<file path="src/hdl/quaternion_log_rate_diff_assert.svh">
// Assertion macros for the quaternion log-map rate block.
// Used by the top level; needs nothing else.
`ifndef QUATERNION_LOG_RATE_DIFF_ASSERT_SVH
`define QUATERNION_LOG_RATE_DIFF_ASSERT_SVH

// same-cycle implication
`define QLRD_ASSERT_IMPL(lbl, clk, rst, ante, cons) \
   lbl: assert property (@(posedge clk) disable iff (rst) (ante) |-> (cons)) \
      else $error("qlrd assertion failed");

// next-cycle implication
`define QLRD_ASSERT_NEXT(lbl, clk, rst, ante, cons) \
   lbl: assert property (@(posedge clk) disable iff (rst) (ante) |=> (cons)) \
      else $error("qlrd assertion failed");

`endif

</file>
<file path="src/hdl/qlrd_pkg.sv">
// Shared constants, types and tables for the quaternion log-map rate block.
// No dependencies.
package qlrd_pkg;

   localparam int QUAT_W           = 16;
   localparam int CORDIC_STEPS_DEF = 16;
   localparam int CNT_W            = 6;   // holds step counts up to 63
   localparam int ACC_W            = 33;
   localparam int MUL_W            = 33;
   localparam int PROD_W           = 2 * MUL_W;
   localparam int XY_W             = 36;
   localparam int Z_W              = 35;
   localparam int RATE_W           = 32;
   localparam int PROD_SH          = 2 * (QUAT_W - 1) - 28;  // component product to Q.28
   localparam int SMALL_U2_W       = 23;  // above this u2 can never be "small"
   localparam int LIM_SH           = 20;

   localparam logic [RATE_W-1:0] RATE_GAIN_RST = 32'd13107200;
   localparam logic [31:0]       ANG_PI        = 32'd3373259426;
   localparam logic [31:0]       ANG_HALF_PI   = 32'd1686629713;
   // 1e12 - 1 split as HI * 2^20 + LO
   localparam logic [19:0]       LIM_HI        = 20'd953674;
   localparam logic [19:0]       LIM_LO        = 20'd331775;

   localparam logic [1:0] CMP_X = 2'd0;
   localparam logic [1:0] CMP_Y = 2'd1;
   localparam logic [1:0] CMP_Z = 2'd2;
   localparam logic [1:0] CMP_W = 2'd3;

   typedef struct packed {
      logic [1:0] c_sel;
      logic [1:0] p_sel;
      logic       neg;
      logic [1:0] dst;
   } prod_op_type;

   // terms of cur * conj(prev), one per multiplier pass
   function automatic prod_op_type prod_op(input logic [3:0] i);
      prod_op_type op;
      case (i)
         4'd0:  op = '{CMP_W, CMP_W, 1'b0, CMP_W};
         4'd1:  op = '{CMP_X, CMP_X, 1'b0, CMP_W};
         4'd2:  op = '{CMP_Y, CMP_Y, 1'b0, CMP_W};
         4'd3:  op = '{CMP_Z, CMP_Z, 1'b0, CMP_W};
         4'd4:  op = '{CMP_X, CMP_W, 1'b0, CMP_X};
         4'd5:  op = '{CMP_W, CMP_X, 1'b1, CMP_X};
         4'd6:  op = '{CMP_Y, CMP_Z, 1'b1, CMP_X};
         4'd7:  op = '{CMP_Z, CMP_Y, 1'b0, CMP_X};
         4'd8:  op = '{CMP_Y, CMP_W, 1'b0, CMP_Y};
         4'd9:  op = '{CMP_W, CMP_Y, 1'b1, CMP_Y};
         4'd10: op = '{CMP_Z, CMP_X, 1'b1, CMP_Y};
         4'd11: op = '{CMP_X, CMP_Z, 1'b0, CMP_Y};
         4'd12: op = '{CMP_Z, CMP_W, 1'b0, CMP_Z};
         4'd13: op = '{CMP_W, CMP_Z, 1'b1, CMP_Z};
         4'd14: op = '{CMP_X, CMP_Y, 1'b1, CMP_Z};
         4'd15: op = '{CMP_Y, CMP_X, 1'b0, CMP_Z};
         default: op = '{CMP_W, CMP_W, 1'b0, CMP_W};
      endcase
      return op;
   endfunction

   // atan(2^-i) in Q.30, rounded to nearest
   function automatic logic [31:0] atan_q30(input logic [4:0] i);
      logic [31:0] a;
      case (i)
         5'd0:  a = 32'd843314857;
         5'd1:  a = 32'd497837829;
         5'd2:  a = 32'd263043837;
         5'd3:  a = 32'd133525159;
         5'd4:  a = 32'd67021687;
         5'd5:  a = 32'd33543516;
         5'd6:  a = 32'd16775851;
         5'd7:  a = 32'd8388437;
         5'd8:  a = 32'd4194283;
         5'd9:  a = 32'd2097149;
         5'd31: a = 32'd1;
         default: a = 32'd1 << (5'd30 - i);
      endcase
      return a;
   endfunction

endpackage

</file>
<file path="src/hdl/qlrd_mul.sv">
// Shared signed multiplier with registered product.
// Depends on qlrd_pkg for operand widths.
module qlrd_mul (
   input  logic                                 clock,
   input  logic                                 mul_en,
   input  logic signed [qlrd_pkg::MUL_W-1:0]    op_a,
   input  logic signed [qlrd_pkg::MUL_W-1:0]    op_b,
   output logic signed [qlrd_pkg::PROD_W-1:0]   prod_ff
);

   logic signed [qlrd_pkg::PROD_W-1:0] prod_in;

   always_comb begin
      prod_in = qlrd_pkg::PROD_W'(op_a) * qlrd_pkg::PROD_W'(op_b);
   end

   always_ff @(posedge clock) begin
      if (mul_en) begin
         prod_ff <= prod_in;
      end
   end

endmodule
</file>
<file path="config.mk">
export PLATFORM = sky130hd
export DESIGN_NAME = qlrd_mul
export DESIGN_NICKNAME = d
export VERILOG_FILES = /design/src/hdl/quaternion_log_rate_diff_assert.svh /design/src/hdl/qlrd_pkg.sv /design/src/hdl/qlrd_mul.sv
export SDC_FILE = /design/constraint.sdc
export NUM_CORES = 2
export LEC_CHECK = 0
export BUFFER_PORTS_ARGS = -buffer_cell sky130_fd_sc_hd__buf_4
export CAP_MARGIN = 20
export CORE_UTILIZATION = 55
export DETAILED_ROUTE_END_ITERATION = 16
export PLACE_DENSITY = 0.72
export SLEW_MARGIN = 25
export SYNTH_ARGS = -nofsm -noshare
export SYNTH_HDL_FRONTEND = slang
export SYNTH_SLANG_ARGS = --single-unit
</file>
<file path="constraint.sdc">
create_clock -name clock -period 14.1 [get_ports clock]
set_clock_uncertainty 0.2 [all_clocks]
set_input_delay 0 -clock clock [delete_from_list [all_inputs] [get_ports clock]]
set_output_delay 0 -clock clock [all_outputs]
set_load 0.01 [all_outputs]
</file>
Yosys cells after proc, flatten, opt, wreduce, memory -nomap -nowiden
Index checks and enable logic that the tools add are counted.
{ "op_classes": {"mul": 1} }
{ "op_table": {"columns": ["cell", "count"], "rows": [
  ["$mul 33x33->66", 1]
]} }
{ "word_totals": {"input_bits": 68, "register_bits": 66} }

Longest topological paths before layout
{ "depth": {"depth_word": 1, "mapped_depth": 29, "ltp_nobuf": 27} }

Worst setup path before layout
OpenSTA, ideal clock, no wires.
{ "synth_timing": {"path_type": "in2reg", "from": "in op_a[32] (netlist bit)", "to": "reg prod_ff[65] (netlist bit) (data pin)", "cell_stages": 22, "arrival_ns": 7.093, "required_time_ns": 13.637, "setup_slack_ns": 6.544, "path_cell_list": "clkbuf_1 > nand2_1 > inv_1 > fa_1 > fa_1 > fa_1 > fa_1 > fa_1 > fa_1 > fa_1 > inv_1 > fa_1 > inv_1 > ha_1 > clkbuf_1 > a21o_1 > a21o_1 > a221o_1 > a31oi_2 > o211ai_1 > o41ai_2 > xnor2_1"} }
{ "synth_via": {"elab_chain_cells": 1} }
{ "synth_rtl": {"columns": ["element", "line_no", "source"], "rows": [
  ["from (decl)", "qlrd_mul.sv:6", "input logic signed [qlrd_pkg::MUL_W-1:0] op_a,"],
  ["$mul 33x33->66", "qlrd_mul.sv:14", "prod_in = qlrd_pkg::PROD_W'(op_a) * qlrd_pkg::PROD_W'(op_b);"],
  ["net prod_in, one bit", "qlrd_mul.sv:11", "logic signed [qlrd_pkg::PROD_W-1:0] prod_in;"],
  ["to (signal assigned)", "qlrd_mul.sv:19", "prod_ff <= prod_in;"],
  ["to (decl)", "qlrd_mul.sv:8", "output logic signed [qlrd_pkg::PROD_W-1:0] prod_ff"]
]} }
The timed path passes the listed nets, and every way through them passes these cells.
A chain may end at the register's enable or synchronous reset.

Worst setup path in the final report
Ends and elaborated chain as after synthesis.

==> flow_summary_export.csv <==
group,metric,value,unit
outcome,status,"complete, but fails checks",
outcome,violations,"DRC",
floorplan,die_w,275,µm
global_routing,grt_pass1_vias,30900,
floorplan,initial_utilization,55.9,%
synth,muxShareOfSynthArea,0,%
global_routing,grt-ovfl-total,0,
sta,worstMarginPinSlew,881,ps
sta,finalHoldViolCount,0,
synth,ys_ff_latch,66,
routing,route.detailed.drc,4,
synth,synth-adder-area-share,62.5,%
critical_path,cp.required,13980,ps
cells_and_area,reg.largest.list,"prod_ff (66)",
synth,synth-edff-count,66,
clock_network,cts_buffer_depth,2,
synth,synthCells,4302,
global_routing,antenna_found_initial,5,
routing,drt_iter0_drc,1632,
synth,synth_top_family_by_area,"adder cells",
synth,syn-cell-area,41000,µm²
critical_path,crit_path_frequent_cell,"fa_1",
synth,yosys.area.top_type,"fa_1",
routing,wl,102,mm
critical_path,arrival,7690,ps
clock_network,clockRootBuffer,"clkbuf_16",
routing,drtAntennaViolNets,0,
synth,synthArstFlopShare,0,%
critical_path,cpPeakStageDelay,900,ps
synth,synth_top_area_share,55.9,%
floorplan,core_area,73300,µm²
critical_path,cp_cell_sequence,"buf_4 > nand2_1 > fa_1 > fa_1 > fa_1 > inv_1 > fa_1 > fa_1 > fa_1 > fa_1 > inv_1 > fa_1 > inv_1 > ha_1 > and4_1 > and3_1 > a31oi_1 > o21ai_0 > a221o_1 > a31oi_2 > o211ai_1 > o41ai_2 > xnor2_1",
sta,final.setup.tns,0,ps
global_routing,grt_start_max_net_pins,67,
cells_and_area,final_nets,5656,
routing,drtPass1Iterations,13,
floorplan,boundaryPins,134,
clock_network,cts_buffers,9,
critical_path,cp_max_fo,33,
synth,synth_area_per_cell,9.54,µm²
synth,ys_seq_area_share,4.83,%
clock_network,htree_levels,3,
job,cap_viol_max_count,0,
floorplan,die_y,275,µm
sta,slew_headroom,41.3,%
sta,drv_slew,0,
synth,synth-simple-area-share,15.1,%
place,gp_congestion,0.905,
critical_path,cp_num_cells,23,
sta,finalSetupViolations,0,
clock_network,cts_num_sinks,66,
cells_and_area,nFillCells,6399,
routing,via_count,28200,
routing,viasPerCell,5.44,
critical_path,crit_family,"adder cells",
global_routing,track_usage,28.3,%
floorplan,fp-row-count,99,
global_routing,grt_pass1_wl,165,mm
routing,routedWlPerCell,19.6,µm
hold_path,hold_path.class,"in2reg",
clock_network,cts_tree,"done",
cells_and_area,layout-drive-gt1-share,4.11,%
critical_path,critPathKind,"in2reg",
cells_and_area,largest_reg_flops,66,
place,placed_area,42400,µm²
clock_network,clkTransAtPathRegs,60,ps
synth,ys.flop_type,"edfxtp_1",
critical_path,endpoint_kind,"flop",
critical_path,crit_path_start_kind,"primary input",
critical_path,crit_buf_inv,4,
cells_and_area,syn_to_final_growth,4.14,%
clock_network,post_cts_resized,0,
sta,period_needed,7810,ps
critical_path,slowest_stage,"fa_1",
clock_network,cts_setup_buffers,0,
sta,post-route-period-util,55.4,%
critical_path,crit_end,"prod_ff[65]",
floorplan,dieArea,75700,µm²
place,hpwl,85.3,mm
synth,yosysWarningCount,0,
cells_and_area,utilization,58.3,%
critical_path,critical_path.startpoint,"op_a[32]",
synth,synth-compound-area-share,3.54,%
sta,rsz0062_at_grt,"no",
synth,synth_xor_area_share,1.60,%
sta,max_freq,128,MHz
synth,synthTopCellsByArea,"fa_1, inv_1, and2_1, ha_1, nand2_1",
place,portBuffers,133,
synth,synth_cell_types,61,
cells_and_area,finalInstanceArea,42700,µm²
cells_and_area,top_register,"prod_ff",
clock_network,ctsHoldBuffers,0,
synth,synth_nets,5732,
[per-layer routing]
metal,track usage [%],routed length [µm]
met3,3.06,4720
met2,52.8,55500
met4,9.87,4190
met5,0,33
met1,33.7,37300
[layout make-up]
cell class	count	area (µm²)	share of cell area, %
well taps	959	1200	2.81
clock inverters	6	92.6	0.217
inverters	1133	4250	9.95
flip-flops and latches	66	1980	4.64
clock buffers	9	225	0.527
repair buffers	134	1010	2.35
multi-input cells	2882	34000	79.5
diodes	2	5.00	0.0117
[Yosys cell counts (28+ instances only)]
master and n:
edfxtp_1 66, and2_1 562, inv_1 1133, nor2_1 47, ha_1 217, a21o_1 28
xnor2_1 55, o21ai_0 37, nand2_1 543, a21oi_1 73, fa_1 1145, clkbuf_1 220
[worst min path at each step]
| stage | depth (start not counted) | slack, ps | from | to |
|---|---|---|---|---|
| 5_1_grt | 2 | 110 | op_b[0] | prod_ff[0] |
| 2_1_floorplan | 0 | -90 | mul_en | prod_ff[0] |
| 4_1_cts | 2 | 100 | op_b[0] | prod_ff[0] |
| 6_report | 1 | 90 | mul_en | prod_ff[61] |
| 3_3_place_gp | 1 | 210 | prod_ff[0] | prod_ff[0] |
| 3_5_place_dp | 1 | 210 | prod_ff[24] | prod_ff[24] |
[layout by cell type (no fill, tap or decap), types with 5 or more instances in the layout]
cell | synthesis | final
a211oi_1 | 5 | 5
a21o_1 | 28 | 28
a21oi_1 | 73 | 73
a31oi_1 | 9 | 9
and2_1 | 562 | 562
and3_1 | 7 | 7
and4_1 | 7 | 7
buf_4 | 0 | 134
clkbuf_16 | 0 | 9
edfxtp_1 | 66 | 66
fa_1 | 1145 | 1143
ha_1 | 217 | 217
inv_1 | 1133 | 1132
nand2_1 | 543 | 543
nand2b_1 | 9 | 9
nand3_1 | 18 | 18
nand4_1 | 9 | 9
nor2_1 | 47 | 47
nor3_1 | 7 | 7
nor4_1 | 5 | 5
o211ai_1 | 7 | 7
o21a_1 | 7 | 7
o21ai_0 | 37 | 37
o21ai_1 | 5 | 5
o21bai_1 | 8 | 8
xnor2_1 | 55 | 55
xor2_1 | 20 | 20
[stage by stage]
stage / hold WS (ps) / setup slack, ps / cells
finish: 86.3 / 6290 / 5191
global route: 107 / 6020 / 5191
CTS: 97.0 / 6170 / 5189
detailed placement: 213 / 5810 / 5174
global placement: 211 / 5900 / 5174
floorplan: -87.5 / 6540 / 4302
[cell families after synthesis]
family	after synthesis
AOI/OAI and AO/OA	217
buffers and inverters	1354
xor gates and xnor gates	75
DFF	66
and+or+nand+nor	1228
adders and majority gates	1362
Power is not shown: default switching activity piles up to over one toggle a cycle in this logic, so the estimate is an artifact.
